===== src/sv/card_credit_table_core_defines.svh =====
// ----------------------------------------------------------------------------
// card_credit_table_core_defines
// Assertion macros shared by the card credit table RTL.
// ----------------------------------------------------------------------------
`ifndef CARD_CREDIT_TABLE_CORE_DEFINES_SVH
`define CARD_CREDIT_TABLE_CORE_DEFINES_SVH

// Plain property, checked outside reset.
`define CCRED_ASSERT(lbl, clk, rst_n, prop) \
    lbl: assert property (@(posedge clk) disable iff (!rst_n) (prop)) \
        else $error("ccred assertion failed");

// Same-cycle implication, checked outside reset.
`define CCRED_ASSERT_IMP(lbl, clk, rst_n, ante, cons) \
    lbl: assert property (@(posedge clk) disable iff (!rst_n) (ante) |-> (cons)) \
        else $error("ccred implication failed");

// Next-cycle implication, checked outside reset.
`define CCRED_ASSERT_NXT(lbl, clk, rst_n, ante, cons) \
    lbl: assert property (@(posedge clk) disable iff (!rst_n) (ante) |=> (cons)) \
        else $error("ccred sequence failed");

`endif


===== src/sv/ccred_pkg.sv =====
// ----------------------------------------------------------------------------
// ccred_pkg
// Types and constants shared by the card credit table modules.
// ----------------------------------------------------------------------------
package ccred_pkg;

    localparam int DEFAULT_ENTRIES = 16;
    localparam int REQ_TYPE_W      = 3;
    localparam int KEY_W           = 32;
    localparam int AMOUNT_W        = 32;
    localparam int BAL_W           = 32;
    localparam int STATUS_W        = 3;
    localparam int SLOT_W          = 4;

    localparam logic [BAL_W-1:0] BAL_MAX = '1;

    typedef enum logic [REQ_TYPE_W-1:0] {
        REQ_ADD_CARD    = 3'd0,
        REQ_REMOVE_CARD = 3'd1,
        REQ_QUERY       = 3'd2,
        REQ_CREDIT      = 3'd3,
        REQ_DEDUCT      = 3'd4
    } t_req_type;

    typedef enum logic [STATUS_W-1:0] {
        ST_OK           = 3'd0,
        ST_NOT_FOUND    = 3'd1,
        ST_DUPLICATE    = 3'd2,
        ST_FULL         = 3'd3,
        ST_INSUFFICIENT = 3'd4,
        ST_ZERO         = 3'd5,
        ST_SATURATED    = 3'd6
    } t_status;

    // controller -> datapath
    typedef struct packed {
        logic load;   // latch request, arm scan
        logic rd;     // read one slot at scan counter
        logic exec;   // apply request, load result beat
    } t_ctrl_cmd;

    // datapath -> controller
    typedef struct packed {
        logic last;      // scan counter at last slot
        logic out_free;  // result register can take a beat
    } t_dp_sts;

endpackage


===== src/sv/ccred_req_if.sv =====
// ----------------------------------------------------------------------------
// ccred_req_if
// Request channel: valid/ready handshake with request payload.
// ----------------------------------------------------------------------------
interface ccred_req_if;
    import ccred_pkg::*;

    logic                  valid;
    logic                  ready;
    logic [REQ_TYPE_W-1:0] req_type;
    logic [KEY_W-1:0]      card_key;
    logic [AMOUNT_W-1:0]   amount;

    modport source (output valid, output req_type, output card_key, output amount,
                    input ready);
    modport sink   (input valid, input req_type, input card_key, input amount,
                    output ready);
endinterface


===== src/sv/ccred_rsp_if.sv =====
// ----------------------------------------------------------------------------
// ccred_rsp_if
// Result channel: valid/ready handshake with result payload.
// ----------------------------------------------------------------------------
interface ccred_rsp_if;
    import ccred_pkg::*;

    logic                valid;
    logic                ready;
    logic [STATUS_W-1:0] status;
    logic [BAL_W-1:0]    balance;
    logic [SLOT_W-1:0]   slot;

    modport source (output valid, output status, output balance, output slot,
                    input ready);
    modport sink   (input valid, input status, input balance, input slot,
                    output ready);
endinterface


===== src/sv/ccred_ctrl.sv =====
// ----------------------------------------------------------------------------
// ccred_ctrl
// Sequencer: accept, scan all slots, drain compare stage, execute.
// ----------------------------------------------------------------------------
`include "card_credit_table_core_defines.svh"

module ccred_ctrl (
    input  logic                i_clk,
    input  logic                i_rst_n,
    input  logic                i_req_valid,
    output logic                o_req_ready,
    input  ccred_pkg::t_dp_sts  i_sts,
    output ccred_pkg::t_ctrl_cmd o_cmd
);
    import ccred_pkg::*;

    typedef enum logic [1:0] {
        S_IDLE,
        S_SCAN,
        S_FLUSH,
        S_EXEC
    } t_state;

    t_state r_state;
    t_state n_state;

    assign o_req_ready = (r_state == S_IDLE);

    always_comb begin
        o_cmd.load = (r_state == S_IDLE) && i_req_valid;
        o_cmd.rd   = (r_state == S_SCAN);
        o_cmd.exec = (r_state == S_EXEC) && i_sts.out_free;
    end

    always_comb begin
        n_state = r_state;
        unique case (r_state)
            S_IDLE: begin
                if (i_req_valid) n_state = S_SCAN;
            end
            S_SCAN: begin
                if (i_sts.last) n_state = S_FLUSH;
            end
            S_FLUSH: begin
                n_state = S_EXEC;
            end
            S_EXEC: begin
                if (i_sts.out_free) n_state = S_IDLE;
            end
            default: n_state = S_IDLE;
        endcase
    end

    always_ff @(posedge i_clk) begin
        if (!i_rst_n) begin
            r_state <= S_IDLE;
        end else begin
            r_state <= n_state;
        end
    end

    `CCRED_ASSERT_NXT(a_load_starts_scan, i_clk, i_rst_n, o_cmd.load, r_state == S_SCAN)
    `CCRED_ASSERT_IMP(a_exec_needs_room, i_clk, i_rst_n, o_cmd.exec, i_sts.out_free)
    `CCRED_ASSERT_IMP(a_flush_after_scan, i_clk, i_rst_n, r_state == S_FLUSH,
                      $past(r_state == S_SCAN))

endmodule


===== src/sv/ccred_dp.sv =====
// ----------------------------------------------------------------------------
// ccred_dp
// Datapath: slot key/balance memories, valid bits, scan compare, update.
// ----------------------------------------------------------------------------
`include "card_credit_table_core_defines.svh"

module ccred_dp #(
    parameter int ENTRIES = ccred_pkg::DEFAULT_ENTRIES
) (
    input  logic                            i_clk,
    input  logic                            i_rst_n,
    input  ccred_pkg::t_ctrl_cmd            i_cmd,
    output ccred_pkg::t_dp_sts              o_sts,
    input  logic [ccred_pkg::REQ_TYPE_W-1:0] i_req_type,
    input  logic [ccred_pkg::KEY_W-1:0]      i_card_key,
    input  logic [ccred_pkg::AMOUNT_W-1:0]   i_amount,
    output logic                            o_rsp_valid,
    input  logic                            i_rsp_ready,
    output logic [ccred_pkg::STATUS_W-1:0]   o_status,
    output logic [ccred_pkg::BAL_W-1:0]      o_balance,
    output logic [ccred_pkg::SLOT_W-1:0]     o_slot
);
    import ccred_pkg::*;

    localparam int IW = (ENTRIES > 1) ? $clog2(ENTRIES) : 1;

    // slot storage; keys unwritten until a card is added
    logic [KEY_W-1:0] mem_key [ENTRIES];
    logic [BAL_W-1:0] mem_bal [ENTRIES];
    logic [ENTRIES-1:0] r_valid;

    // latched request
    logic [REQ_TYPE_W-1:0] r_req_type;
    logic [KEY_W-1:0]      r_req_key;
    logic [AMOUNT_W-1:0]   r_req_amt;

    // scan
    logic [IW-1:0]    r_cnt;
    logic             r_cmp_vld;
    logic [IW-1:0]    r_cmp_idx;
    logic [KEY_W-1:0] r_key_rd;
    logic [BAL_W-1:0] r_bal_rd;
    logic             hit_now;
    logic             free_now;

    logic             r_hit;
    logic [IW-1:0]    r_hit_idx;
    logic [BAL_W-1:0] r_hit_bal;
    logic             r_free;
    logic [IW-1:0]    r_free_idx;

    // execute
    logic [BAL_W:0]    sum;
    logic [BAL_W:0]    diff;
    t_status           n_status;
    logic [BAL_W-1:0]  n_balance;
    logic [IW-1:0]     n_slot_idx;
    logic              we_key;
    logic              we_bal;
    logic [IW-1:0]     wr_idx;
    logic [BAL_W-1:0]  wr_bal;
    logic              set_valid;
    logic              clr_valid;

    // result register
    logic                r_out_vld;
    logic [STATUS_W-1:0] r_status;
    logic [BAL_W-1:0]    r_balance;
    logic [SLOT_W-1:0]   r_slot;

    assign o_sts.last     = (r_cnt == IW'(ENTRIES - 1));
    assign o_sts.out_free = !r_out_vld || i_rsp_ready;

    assign hit_now  = r_cmp_vld && r_valid[r_cmp_idx] && (r_key_rd == r_req_key);
    assign free_now = r_cmp_vld && !r_valid[r_cmp_idx];

    always_ff @(posedge i_clk) begin
        if (i_cmd.load) begin
            r_req_type <= i_req_type;
            r_req_key  <= i_card_key;
            r_req_amt  <= i_amount;
        end
        if (i_cmd.rd) begin
            r_key_rd  <= mem_key[r_cnt];
            r_bal_rd  <= mem_bal[r_cnt];
            r_cmp_idx <= r_cnt;
        end
        if (hit_now && !r_hit) begin
            r_hit_idx <= r_cmp_idx;
            r_hit_bal <= r_bal_rd;
        end
        if (free_now && !r_free) begin
            r_free_idx <= r_cmp_idx;
        end
    end

    always_ff @(posedge i_clk) begin
        if (!i_rst_n) begin
            r_cnt     <= '0;
            r_cmp_vld <= 1'b0;
            r_hit     <= 1'b0;
            r_free    <= 1'b0;
        end else begin
            r_cmp_vld <= i_cmd.rd;
            if (i_cmd.load) begin
                r_cnt  <= '0;
                r_hit  <= 1'b0;
                r_free <= 1'b0;
            end else begin
                if (i_cmd.rd) r_cnt <= r_cnt + 1'b1;
                if (hit_now)  r_hit  <= 1'b1;
                if (free_now) r_free <= 1'b1;
            end
        end
    end

    assign sum  = {1'b0, r_hit_bal} + {1'b0, r_req_amt};
    assign diff = {1'b0, r_hit_bal} - {1'b0, r_req_amt};

    always_comb begin
        n_status   = ST_NOT_FOUND;
        n_balance  = '0;
        n_slot_idx = '0;
        we_key     = 1'b0;
        we_bal     = 1'b0;
        wr_idx     = r_hit_idx;
        wr_bal     = '0;
        set_valid  = 1'b0;
        clr_valid  = 1'b0;
        unique case (t_req_type'(r_req_type))
            REQ_ADD_CARD: begin
                if (r_hit) begin
                    n_status = ST_DUPLICATE;
                end else if (!r_free) begin
                    n_status = ST_FULL;
                end else begin
                    n_status   = ST_OK;
                    n_slot_idx = r_free_idx;
                    wr_idx     = r_free_idx;
                    we_key     = 1'b1;
                    we_bal     = 1'b1;
                    set_valid  = 1'b1;
                end
            end
            REQ_REMOVE_CARD: begin
                if (r_hit) begin
                    n_status   = ST_OK;
                    n_slot_idx = r_hit_idx;
                    clr_valid  = 1'b1;
                end
            end
            REQ_QUERY: begin
                if (r_hit) begin
                    n_slot_idx = r_hit_idx;
                    if (r_hit_bal == '0) begin
                        n_status = ST_ZERO;
                    end else begin
                        n_status  = ST_OK;
                        n_balance = r_hit_bal;
                    end
                end
            end
            REQ_CREDIT: begin
                if (r_hit) begin
                    n_slot_idx = r_hit_idx;
                    we_bal     = 1'b1;
                    if (sum[BAL_W]) begin
                        n_status  = ST_SATURATED;
                        n_balance = BAL_MAX;
                        wr_bal    = BAL_MAX;
                    end else begin
                        n_status  = ST_OK;
                        n_balance = sum[BAL_W-1:0];
                        wr_bal    = sum[BAL_W-1:0];
                    end
                end
            end
            REQ_DEDUCT: begin
                if (r_hit) begin
                    n_slot_idx = r_hit_idx;
                    if (diff[BAL_W]) begin
                        n_status  = ST_INSUFFICIENT;
                        n_balance = r_hit_bal;
                    end else begin
                        n_status  = ST_OK;
                        n_balance = diff[BAL_W-1:0];
                        we_bal    = 1'b1;
                        wr_bal    = diff[BAL_W-1:0];
                    end
                end
            end
            default: n_status = ST_NOT_FOUND;  // unused request codes
        endcase
    end

    always_ff @(posedge i_clk) begin
        if (i_cmd.exec && we_key) mem_key[wr_idx] <= r_req_key;
        if (i_cmd.exec && we_bal) mem_bal[wr_idx] <= wr_bal;
        if (i_cmd.exec) begin
            r_status  <= n_status;
            r_balance <= n_balance;
            r_slot    <= SLOT_W'(n_slot_idx);
        end
    end

    always_ff @(posedge i_clk) begin
        if (!i_rst_n) begin
            r_valid   <= '0;
            r_out_vld <= 1'b0;
        end else begin
            if (i_cmd.exec && set_valid) r_valid[wr_idx] <= 1'b1;
            if (i_cmd.exec && clr_valid) r_valid[wr_idx] <= 1'b0;
            if (i_cmd.exec) begin
                r_out_vld <= 1'b1;
            end else if (i_rsp_ready) begin
                r_out_vld <= 1'b0;
            end
        end
    end

    assign o_rsp_valid = r_out_vld;
    assign o_status    = r_status;
    assign o_balance   = r_balance;
    assign o_slot      = r_slot;

    `CCRED_ASSERT_IMP(a_hit_is_valid, i_clk, i_rst_n, i_cmd.exec && r_hit,
                      r_valid[r_hit_idx])
    `CCRED_ASSERT_IMP(a_free_is_empty, i_clk, i_rst_n, i_cmd.exec && r_free,
                      !r_valid[r_free_idx])
    `CCRED_ASSERT_NXT(a_exec_gives_beat, i_clk, i_rst_n, i_cmd.exec, r_out_vld)

endmodule


===== src/sv/card_credit_table_core.sv =====
// A request is handled by a scan of all slots, a compare drain and an
// execute step; a new request is accepted only after the previous one has
// executed. The slot scan reads one key/balance pair per cycle from the
// slot memories. A waiting result beat does not block intake.
// Reset (synchronous, active low) clears all valid marks and the handshake
// state; no clearing pass, the block is ready on the first cycle after reset.
// ----------------------------------------------------------------------------
// card_credit_table_core
// Card key table with per-card credit balance: add, remove, query, credit
// and deduct requests, each answered by one result beat.
// ----------------------------------------------------------------------------
module card_credit_table_core #(
    parameter int ENTRIES = ccred_pkg::DEFAULT_ENTRIES
) (
    input  logic        i_clk,
    input  logic        i_rst_n,
    ccred_req_if.sink   i_req,
    ccred_rsp_if.source o_rsp
);
    import ccred_pkg::*;

    // Split: ccred_ctrl sequences a request (idle -> scan -> drain -> execute),
    // ccred_dp holds the slot memories, valid marks, compare stage and the
    // result register. They talk only through the command/status structs.
    t_ctrl_cmd cmd;
    t_dp_sts   sts;

    ccred_ctrl u_ctrl (
        .i_clk       (i_clk),
        .i_rst_n     (i_rst_n),
        .i_req_valid (i_req.valid),
        .o_req_ready (i_req.ready),
        .i_sts       (sts),
        .o_cmd       (cmd)
    );

    // Lookup rule: the lowest valid slot with a matching key wins; a new card
    // takes the lowest slot without a valid mark. Both are found in one scan.
    // A slot's balance is written to zero whenever its card is added, so the
    // balance memory itself needs no reset.
    ccred_dp #(
        .ENTRIES (ENTRIES)
    ) u_dp (
        .i_clk       (i_clk),
        .i_rst_n     (i_rst_n),
        .i_cmd       (cmd),
        .o_sts       (sts),
        .i_req_type  (i_req.req_type),
        .i_card_key  (i_req.card_key),
        .i_amount    (i_req.amount),
        .o_rsp_valid (o_rsp.valid),
        .i_rsp_ready (o_rsp.ready),
        .o_status    (o_rsp.status),
        .o_balance   (o_rsp.balance),
        .o_slot      (o_rsp.slot)
    );

endmodule

===== src/flat_wrapper.sv =====
// flat-port wrapper written by rule: the top's interface ports become plain ports
module card_credit_table_core_flat import ccred_pkg::*;
#(
    parameter int ENTRIES = ccred_pkg::DEFAULT_ENTRIES
)
  (i_clk, i_rst_n, i_req_valid, i_req_req_type, i_req_card_key, i_req_amount, i_req_ready, o_rsp_valid, o_rsp_status, o_rsp_balance, o_rsp_slot, o_rsp_ready);
  ccred_req_if i_req_i ();
  ccred_rsp_if o_rsp_i ();
  input  logic i_clk;
  input  logic i_rst_n;
  input wire logic [$bits(i_req_i.valid)-1:0] i_req_valid;
  input wire logic [$bits(i_req_i.req_type)-1:0] i_req_req_type;
  input wire logic [$bits(i_req_i.card_key)-1:0] i_req_card_key;
  input wire logic [$bits(i_req_i.amount)-1:0] i_req_amount;
  output wire logic [$bits(i_req_i.ready)-1:0] i_req_ready;
  output wire logic [$bits(o_rsp_i.valid)-1:0] o_rsp_valid;
  output wire logic [$bits(o_rsp_i.status)-1:0] o_rsp_status;
  output wire logic [$bits(o_rsp_i.balance)-1:0] o_rsp_balance;
  output wire logic [$bits(o_rsp_i.slot)-1:0] o_rsp_slot;
  input wire logic [$bits(o_rsp_i.ready)-1:0] o_rsp_ready;
  assign i_req_i.valid = i_req_valid;
  assign i_req_i.req_type = i_req_req_type;
  assign i_req_i.card_key = i_req_card_key;
  assign i_req_i.amount = i_req_amount;
  assign i_req_ready = i_req_i.ready;
  assign o_rsp_valid = o_rsp_i.valid;
  assign o_rsp_status = o_rsp_i.status;
  assign o_rsp_balance = o_rsp_i.balance;
  assign o_rsp_slot = o_rsp_i.slot;
  assign o_rsp_i.ready = o_rsp_ready;
  card_credit_table_core #(.ENTRIES(ENTRIES)) u_core (.i_clk(i_clk), .i_rst_n(i_rst_n), .i_req(i_req_i), .o_rsp(o_rsp_i));
endmodule

===== config.mk =====
export PLATFORM = sky130hd
export DESIGN_NAME = card_credit_table_core_flat
export DESIGN_NICKNAME = d
export VERILOG_FILES = /design/src/sv/ccred_pkg.sv /design/src/sv/ccred_req_if.sv /design/src/sv/ccred_rsp_if.sv /design/src/sv/ccred_ctrl.sv /design/src/sv/ccred_dp.sv /design/src/sv/card_credit_table_core.sv /design/src/flat_wrapper.sv
export VERILOG_INCLUDE_DIRS = /design/src /design/src/sv
export SDC_FILE = /design/constraint.sdc
export NUM_CORES = 1
export LEC_CHECK = 0
export BUFFER_PORTS_ARGS = -buffer_cell sky130_fd_sc_hd__clkbuf_2
export CAP_MARGIN = 10
export CORE_ASPECT_RATIO = 1.75
export CORE_MARGIN = 2
export CORE_UTILIZATION = 50
export DETAILED_ROUTE_END_ITERATION = 7
export PLACE_DENSITY = 0.64
export SLEW_MARGIN = 25
export SYNTH_ARGS = -nofsm -noshare
export SYNTH_HDL_FRONTEND = slang
export SYNTH_SLANG_ARGS = --single-unit

===== constraint.sdc =====
create_clock -name i_clk -period 5.3 [get_ports i_clk]
set_clock_uncertainty 0.1 [all_clocks]
set_input_delay 0 -clock i_clk [delete_from_list [all_inputs] [get_ports i_clk]]
set_output_delay 0 -clock i_clk [all_outputs]
set_load 0.02 [all_outputs]

Yosys cells after proc, flatten, opt, wreduce, memory -nomap -nowiden --
Memory sizes are Yosys's and may differ from the RTL's. A register that Yosys moved wholly into a read port is not among the register bits. Index checks and enable logic that the tools add are counted.
Cells by class: add/sub/neg operators 3, multipliers 0, div/mod/pow operators 0, $lt $le $gt $ge 3, equal/unequal tests 12, shift operators 0, mux-type cells 52, bitwise operators 4, reductions and logical operators 23
Operators with widths (count):
- two-way mux 32 bit | 8
- one-hot mux 32 bit (3 select lines) | 1
- one-hot mux 32 bit (2 select lines) | 1
- two-way mux 16 bit | 3
- adder 32 x 32 -> 33 bit | 1
- subtractor 32 x 32 -> 33 bit | 1
- equality test 32 bit | 1
- logical NOT 32 bit | 1
- two-way mux 4 bit | 6
- two-way mux 3 bit | 6
- bitwise AND 16 bit | 1
- two-way mux 1 bit | 16
- NOT 16 bit | 1
- bitwise OR 16 bit | 1
- one-hot mux 3 bit (5 select lines) | 1
- logical AND 1 bit | 11
- < comparator 4 x 5 -> 1 bit (second input constant) | 2
- two-way mux 2 bit | 5
- one-hot mux 2 bit (4 select lines) | 1
- one-hot mux 4 bit (2 select lines) | 1
- equality test 3 x 2 -> 1 bit (second input constant) | 2
- adder 4 x 1 -> 4 bit (second input constant) | 1
- binary-select mux 1 bit (select 4 bit) | 1
- demux 1 bit (select 4 bit) | 1
- other kinds (18) | 23
Storage, ports and cells: register bits after elaboration 176, bits in latches 0, bits in writable memories 1024, bits in read-only memories 0, logic and storage cells 116, memories kept 2
Memory list:
- u_core.u_dp.mem_bal | depth 16, bits a word 32, rd ports 1, clocked after memory_dff 1, wr ports 1, RTL line ccred_dp.sv:29 | logic [BAL_W-1:0] mem_bal [ENTRIES];
- u_core.u_dp.mem_key | depth 16, bits a word 32, rd ports 1, clocked after memory_dff 1, wr ports 1, RTL line ccred_dp.sv:28 | logic [KEY_W-1:0] mem_key [ENTRIES];

Logic depth before layout (Yosys ltp) --
Gate-level depths: netlist (run 1).
word-level depth 12, depth in mapped cells 15, gate-level depth less buffers 13

Modules after synthesis --
From an unflattened synthesis (run 1), not the netlist that was laid out.
Second synthesis, totals: cell total of the unflattened synthesis 2590, area total of the unflattened synthesis 51503.1 um^2
By module, submodules not included:
- ccred_dp | times used 1, cells each 2570, area an instance 51335.5 um^2, sequential area each 37656.1 um^2
- ccred_ctrl | times used 1, cells each 20, area an instance 167.7 um^2, sequential area each 40.0 um^2

Worst setup path before layout (run 1) --
No wires, ideal clock.
path kind reg-to-reg, from register u_core.u_dp.r_hit_bal[12], to memory u_core.u_dp.mem_bal[12][0] (enable), library setup time 0.421 ns, data arrival time 3.869 ns, slack 0.910 ns, stages on the path, launching flop included 13, period minus slack after synthesis 4.390 ns, cell sequence edfxtp_1 -> ha_1 -> buf_2 -> nand4_1 -> a2111oi_0 -> o31ai_1 -> and3_4 -> nor4_2 -> or2_1 -> buf_2 -> o31ai_2 -> buf_2 -> nor2_1
On the way: longest elaborated chain between the ends 7
RTL lines:
- from (decl) | RTL line ccred_dp.sv:48 | logic [BAL_W-1:0] r_hit_bal;
- from (signal assigned) | RTL line ccred_dp.sv:90 | r_hit_bal <= r_bal_rd;
- subtractor 32 x 32 -> 33 bit | RTL line ccred_dp.sv:118 | assign diff = {1'b0, r_hit_bal} - {1'b0, r_req_amt};
- two-way mux 1 bit | RTL line ccred_dp.sv:181 | if (diff[BAL_W]) begin
- two-way mux 1 bit | RTL line ccred_dp.sv:179 | if (r_hit) begin
- one-hot mux 1 bit (3 select lines) | RTL line ccred_dp.sv:130 | unique case (t_req_type'(r_req_type))
- logical AND 1 bit | RTL line ccred_dp.sv:198 | if (i_cmd.exec && we_bal) mem_bal[wr_idx] <= wr_bal;
- two-way mux 1 bit | RTL line ccred_dp.sv:198
- two-way mux 1 bit (implied by the code) | RTL line ccred_dp.sv:198
- to (decl) | RTL line ccred_dp.sv:29
Every way passes these cells.

Worst setup path after layout (run 1) --
from register u_core.u_dp.r_hit_bal[0], to register u_core.u_dp.r_balance[26], in the netlist u_core.u_dp.o_balance[26], data pin
On the way: longest elaborated chain between the ends 4, elaborated cells between the ends (all ways) 10, classes of those cells 2 x add/sub; 7 x mux; 1 x reduce/logical
RTL lines:
- subtractor 32 x 32 -> 33 bit (tied with other cells) | RTL line ccred_dp.sv:118
- two-way mux 32 bit (on tied branches) | RTL line ccred_dp.sv:181, ccred_dp.sv:155, ccred_dp.sv:167
- two-way mux 32 bit (on tied branches) | RTL line ccred_dp.sv:179, ccred_dp.sv:153, ccred_dp.sv:164
- one-hot mux 32 bit (3 select lines) * | RTL line ccred_dp.sv:130
- net u_core.u_dp.n_balance[26] | RTL line ccred_dp.sv:56 | logic [BAL_W-1:0] n_balance;
- to (signal assigned) | RTL line ccred_dp.sv:201 | r_balance <= n_balance;
- to (decl) | RTL line ccred_dp.sv:68 | logic [BAL_W-1:0] r_balance;
The timed path passes the listed nets; every way through them passes the cells marked *. A chain may end at the register's enable or synchronous reset.

==> flow_metrics.py, run 1 <==
metrics = {
    "timing": {
        "hold_ws_ns": 0.304,
        "worst_pin_slew_ns": 1.04,
        "slew_viol_final": 0,
        "setup_viol": 0,
        "finalCritPeriodShare": 0.944,
        "fin_ws_ns": 0.298,
        "relSlewSlack": 0.307,
        "rsz0062_at_grt": "no",
        "fin_crit_ns": 5.00,
        "hold_viol": 0,
        "tns_ns": 0,
        "max_freq_mhz": 200,
    },
    "yosys": {
        "netlist_top_cells_area": "edfxtp_1 73%, mux4_2 14%, ha_1 1.7%",
        "syn_inst": 2571,
        "syn_nets": 2713,
        "synthFlopType": "edfxtp_1",
        "synth_top_area_frac": 0.728,
        "synth_edf_count": 1238,
        "synthDistinctLibCells": 85,
        "async_flop_share": 0,
        "yosys_warnings": 0,
        "synth-seq-cells": 1264,
        "syn_area_um2": 51100,
        "synth_area_per_cell_um2": 19.9,
        "synth.largest_area_cell": "edfxtp_1",
        "synth.yosys.seq_area_share": 0.738,
    },
    "global_route": {
        "grt-ovfl-total": 0,
        "grt_util_met1": 0.294,
        "grt_pass1_wl_um": 187000,
        "grt_use_met2": 0.452,
        "antenna_found_initial": 1,
        "grt_pass1_vias": 28116,
        "grt_max_degree": 64,
        "use_met3": 0.0283,
        "track_usage": 0.247,
        "gr-max-usage-layer": "met2",
    },
    "clocking": {
        "cts_tree": "done",
        "path_clk_slew_ns": 0.07,
        "root_buffer": "clkbuf_16",
        "ctsResizeCount": 0,
        "worstSkewPairLatency_ns": 0.74,
        "clock-sinks": 1264,
        "ctsLongestPathBuffers": 3,
        "cts_buffers": 110,
        "htreeDepth": 3,
    },
    "floorplan": {
        "pin_count": 112,
        "die_x_um": 246,
        "initial_core_util": 0.503,
        "fp-row-count": 155,
        "die-area_um2": 105000,
        "coreArea_um2": 102000,
        "die_h_um": 427,
    },
    "route": {
        "drt_iter0_drc": 2295,
        "drt-wirelength-per-cell_um": 29.2,
        "viasPerCell": 6.16,
        "drt.antenna.violating_nets": 0,
        "firstDrtPassIters": 5,
        "drc": 0,
        "drt-total-wl_um": 127000,
        "vias": 26706,
    },
    "worst_setup_path": {
        "start_kind": "register",
        "cp_slowest_stage_delay_ns": 0.87,
        "cpMostUsedCell": "a21o_1",
        "worstPathRequired_ns": 5.67,
        "worstPathMaxFanout": 22,
        "crit_chain": "ha_1, fa_1, nor2b_2, o311ai_0, a21o_1, o221ai_1, a41oi_1, or3_1, buf_4, o311ai_4, a21o_1",
        "crit_slowest_cell": "or3_1",
        "critPathKind": "reg2reg",
        "path_buf_inv": 1,
        "arrival_ns": 5.38,
        "crit_family": "compound AO/OA/AOI/OAI gates",
        "cp-end-kind": "register",
    },
    "placement": {
        "gp_congestion": 0.982,
        "pre_cts_slack_ns": 0.404,
        "dp_cells": 3989,
        "io_buffer_count": 111,
        "hpwl_um": 75800,
    },
    "finish": {
        "final_core_util": 0.582,
        "n_fill_cell": 7541,
        "areaGrowthSynthToFinish_pct": 15.8,
        "drive_gt1_frac": 0.260,
        "final_cells": 4333,
        "final_net_count": 3051,
        "antenna_cells": 0,
    },
    "outcome": {
        "outcome": "complete, no violations",
    },
    "hold_path": {
        "holdCritPathClass": "in2reg",
    },
    "power": {
        "power_leakage_uw": 0.0193,
        "power.density_nw_per_um2": 412,
        "peakVddDrop_mv": 0.517,
    },
    "run": {
        "drv_cap": 0,
    },
}
==> worst reg2reg max path, delay by kind of cell, from the launching register on <==
| kind | cells | cell delay (ns) |
|---|---|---|
| compound gates | 6 | 2.07 |
| fa+ha+maj | 2 | 0.68 |
| buf+inv | 1 | 0.38 |
| flops | 1 | 0.45 |
| simple gates | 2 | 1.06 |
==> state kept, by name, summed over array words and instances, names as in the netlist, 16 cells and up <==
register and flops:
u_core.u_dp.o_balance 32, u_core.u_dp.r_req_key 32, u_core.u_dp.r_req_amt 32, u_core.u_dp.r_bal_rd 32, u_core.u_dp.mem_key 512, u_core.u_dp.r_hit_bal 32, u_core.u_dp.r_valid 16, u_core.u_dp.r_key_rd 32
u_core.u_dp.mem_bal 512
==> cells by family (layout without fill, tap and decap cells) <==
logic type	count (synthesis)	after routing	synth area share
AO/OA/AOI/OAI	366	366	0.0497
XOR/XNOR	36	36	0.00617
adder cells (fa/ha/maj)	71	71	0.0177
buffers and inverters	198	626	0.0152
flip-flops	1264	1264	0.738
multiplexers	326	326	0.144
AND/OR/NAND/NOR	310	310	0.0296
==> timing repair <==
item	4_1_cts	5_1_grt
hold buffers	140	0
hold endpoints to repair	125	0
setup endpoints to repair	0	0
buffers inserted	0	0
==> worst paths after layout <==
| check | startpoint | endpoint | slack [ns] | depth (start not counted) |
|---|---|---|---|---|
| worst max-delay path | u_core.u_dp.r_hit_bal[0] | u_core.u_dp.o_balance[26] | 0.30 | 11 |
| worst min-delay path | i_req_valid | u_core.u_ctrl.r_state[1] | 0.30 | 7 |
| worst max register to register | u_core.u_dp.r_hit_bal[0] | u_core.u_dp.o_balance[26] | 0.30 | 11 |
| worst min register to register | u_core.u_dp.r_bal_rd[4] | u_core.u_dp.r_hit_bal[4] | 0.32 | 0 |
==> routing by layer <==
layer	vias to the layer above	part of all wire	wire length (um)
li1	11353	-	-
met1	14068	0.36	45800
met2	1037	0.55	69100
met3	248	0.050	6310
met4	0	0.041	5250
met5	-	0	0
==> placed cells by master, fill, tap and decap left out, types with 11 or more instances in the layout <==
master,count
a211oi_1,13
a21o_1,49
a21oi_1,53
a221oi_1,20
a31oi_1,25
buf_12,15
buf_4,81
bufinv_16,12
clkbuf_1,18
clkbuf_16,112
clkbuf_2,111
clkinv_1,24
clkinv_2,21
dfxtp_1,22
dlygate4sd3_1,140
edfxtp_1,1238
ha_1,68
inv_1,72
mux4_2,325
nand2_1,59
nand2b_1,16
nand3_1,17
nand4_1,19
nor2_1,84
nor2_4,29
nor3_1,13
nor4_1,18
o21ai_0,59
o21ai_1,16
o21ai_2,11
o22ai_1,15
xnor2_1,29
==> cell usage after synthesis, drive strengths merged, types with 4 or more instances <==
library cell	count
edfxtp	1238
mux4	325
nor2	114
o21ai	86
clkbuf	76
inv	73
ha	69
nand2	59
a21oi	53
a21o	49
buf	48
xnor2	29
dfxtp	26
a31oi	25
nor4	23
a221oi	22
nand4	19
nand3	17
nand2b	16
o22ai	15
a211oi	14
nor3	13
nor2b	11
o211ai	11
o221a	11
and3	10
o21bai	9
o31ai	9
o21a	8
and2	7
xor2	7
a22o	6
nand3b	6
or2	6
a2111oi	5
o221ai	4
==> through the flow <==
step	total power, uW	instance area [um2]
2_1_floorplan	15100	51100
3_3_place_gp	16300	54000
3_5_place_dp	16400	54000
4_1_cts	24500	59100
5_1_grt	25200	59100
6_report	24400	59100
==> power breakdown <==
| part | total (uW) | internal, uW | switching (uW) |
|---|---|---|---|
| logic | 3830 | 1700 | 2130 |
| registers | 12400 | 11900 | 506 |
| clock network | 8100 | 4490 | 3610 |
==> final cells by class <==
class,instances,area (um2),share of cell area
clock buffers,132,2900,0.0490
clock inverters,70,714,0.0121
inverters,74,278,0.00470
multi-input cells,1109,12900,0.219
flip-flops and latches,1264,37700,0.638
well taps,1334,1670,0.0282
repair buffers,350,2920,0.0493
Note: power is estimated with default switching activity, not from simulation.
==> run 2: changes to the inputs <==
- CELL_PAD_IN_SITES_DETAIL_PLACEMENT: default -> 1
- CELL_PAD_IN_SITES_GLOBAL_PLACEMENT: default -> 1
- HOLD_SLACK_MARGIN: default -> 0.06
- PLACE_DENSITY: 0.64 -> 0.71
==> run 2 against run 1 <==
Effect of this change: critical path depth grew 1; clock-buffer cell count up 2; total power is 1.3% higher; sequential share of layout area fell by 0.16 points; clock power increased by 2.7%; worst hold slack got worse by 0.017 ns; utilization increased by 0.14 points; non-clock buffer count grew 7; register-to-register slack improved by 0.30 ns.
==> flow_metrics.py, run 2 (synthesis gave the netlist of run 1 again) <==
metrics = {
    "outcome": {
        "outcome": "complete, no violations",
    },
    "global_route": {
        "grt_use_met2": 0.483,
        "grt_util_met1": 0.307,
        "antenna_found_initial": 0,
        "grt_pass1_wl_um": 199000,
        "grt-ovfl-total": 0,
        "track_usage": 0.263,
        "grt_pass1_vias": 29577,
        "use_met3": 0.0281,
        "grt_max_degree": 66,
        "gr-max-usage-layer": "met2",
    },
    "clocking": {
        "htreeDepth": 3,
        "ctsResizeCount": 0,
        "ctsLongestPathBuffers": 3,
        "root_buffer": "clkbuf_16",
        "path_clk_slew_ns": 0.07,
        "clock-sinks": 1264,
        "cts_tree": "done",
        "worstSkewPairLatency_ns": 0.72,
        "cts_buffers": 109,
    },
    "worst_setup_path": {
        "path_buf_inv": 3,
        "crit_slowest_cell": "a211oi_1",
        "crit-reg2reg-launch": "u_core.u_dp.r_hit_bal[6]",
        "cp_slowest_stage_delay_ns": 0.65,
        "worstPathMaxFanout": 17,
        "crit_family": "compound AO/OA/AOI/OAI gates",
        "r2r-end": "u_core.u_dp.mem_bal[3][31]",
        "worstRegToRegCells": 12,
        "worstPathRequired_ns": 5.61,
        "r2r_slack_ns": 0.60,
        "crit_chain": "ha_1, buf_4, o21ai_0, a211oi_1, o21ai_0, a211oi_1, buf_4, o41ai_2, buf_4, o21ai_0, o22a_1, o22a_1",
        "critPathKind": "reg2reg",
        "cp-end-kind": "register",
        "arrival_ns": 5.01,
        "start_kind": "register",
    },
    "finish": {
        "areaGrowthSynthToFinish_pct": 16.1,
        "final_core_util": 0.583,
        "n_fill_cell": 8708,
        "regArea_um2": 37700,
        "final_cell_area_um2": 59300,
        "final_cell_mix": "1238 x edfxtp_1, 325 x mux4_2, 140 x dlygate4sd3_1",
        "final_net_count": 3057,
        "drive_gt1_frac": 0.262,
        "mostFrequentLayoutCell": "edfxtp_1",
        "top_regs": "u_core.u_dp.mem_bal x512, u_core.u_dp.mem_key x512",
        "multi_input_area_um2": 12900,
    },
    "hold_path": {
        "holdPathEnd": "u_core.u_dp.r_valid[2]",
        "holdCritPathClass": "in2reg",
        "hold_path_depth": 3,
        "hold_start": "i_rst_n",
    },
    "timing": {
        "tns_ns": 0,
        "setup_viol": 0,
        "finalCritPeriodShare": 0.887,
        "rsz0062_at_grt": "no",
        "slew_viol_final": 0,
        "worst_pin_slew_ns": 1.07,
        "max_freq_mhz": 213,
        "fin_crit_ns": 4.70,
        "hold_viol": 0,
        "relSlewSlack": 0.284,
        "fin_ws_ns": 0.601,
    },
    "floorplan": {
        "initial_core_util": 0.503,
        "coreArea_um2": 102000,
        "fp-row-count": 155,
        "pin_count": 112,
        "die_h_um": 427,
        "die_x_um": 246,
        "die-area_um2": 105000,
    },
    "route": {
        "drc": 0,
        "drt_iter0_drc": 2125,
        "drt-total-wl_um": 135000,
        "drt-wirelength-per-cell_um": 31.0,
        "vias": 27025,
        "viasPerCell": 6.23,
        "drt.antenna.violating_nets": 0,
        "firstDrtPassIters": 5,
    },
    "placement": {
        "pre_cts_slack_ns": 0.791,
        "post_dp_cell_area_um2": 54200,
        "io_buffer_count": 111,
        "gp_congestion": 0.926,
        "hpwl_um": 82800,
    },
    "power": {
        "power.density_nw_per_um2": 416,
        "peakVddDrop_mv": 0.326,
        "power_leakage_uw": 0.0193,
    },
    "run": {
        "drv_cap": 0,
    },
}
run 2: cell count changes in the layout (fill, tap and decap cells not counted), moves of 3 or more:
cell	before	now
buf_12	15	21
buf_4	81	85
o21ai_2	11	2
clkinv_1	24	14
inv_8	0	3
nor4_1	18	21
nor4_2	4	1
o21ai_1	16	25
run 2: final cells by class:
class	instances	area share
inverters	74	0.00469
well taps	1334	0.0282
clock buffers	134	0.0495
flip-flops and latches	1264	0.636
repair buffers	357	0.0509
multi-input cells	1109	0.218
clock inverters	68	0.0129
diodes	1	0.0000422
run 2: what timing repair did:
item | 4_1_cts | 5_1_grt
hold buffers | 140 | 0
setup buffers | 0 | 0
hold endpoints to repair | 125 | 0
run 2: worst register-to-register path, delay by kind of cell (launching register included):
| kind | cells | cell delay, ns |
|---|---|---|
| AOI/OAI and AO/OA | 8 | 2.77 |
| buffers and inverters | 3 | 0.58 |
| DFF | 1 | 0.55 |
| adders and majority gates | 1 | 0.37 |
run 2: how the worst max path moves through the flow:
| stage | from | depth (start not counted) | end |
|---|---|---|---|
| 6_report | u_core.u_dp.r_hit_bal[6] | 12 | u_core.u_dp.mem_bal[3][31] |
| 4_1_cts | u_core.u_dp.r_hit_bal[19] | 11 | u_core.u_dp.mem_bal[10][8] |
| 3_3_place_gp | u_core.u_dp.r_hit_bal[0] | 10 | u_core.u_dp.mem_bal[10][26] |
| 5_1_grt | u_core.u_dp.r_hit_bal[14] | 12 | u_core.u_dp.mem_bal[0][25] |
| 3_5_place_dp | u_core.u_dp.r_hit_bal[6] | 12 | u_core.u_dp.mem_bal[7][31] |
| 2_1_floorplan | u_core.u_dp.r_hit_bal[12] | 12 | u_core.u_dp.mem_bal[12][0] |
run 2: metal layers:
metal  wire [um]  up-vias
li1            -    11351
met5           0        -
met4        6240        0
met3        6320      289
met1       48200    14414
met2       73800      971
run 2: metrics by stage:
stage	hold WS, ns	total power [uW]	cells
detailed placement	0.0791	16500	3998
floorplan	-0.00113	15100	2571
CTS	0.262	24800	4340
global placement	0.0776	16400	3998
global route	0.324	25500	4340
finish	0.288	24700	4341
run 2: power breakdown:
| group | switching (uW) | internal, uW |
|---|---|---|
| clock | 3670 | 4640 |
| combinational | 2210 | 1700 |
| sequential | 527 | 11900 |
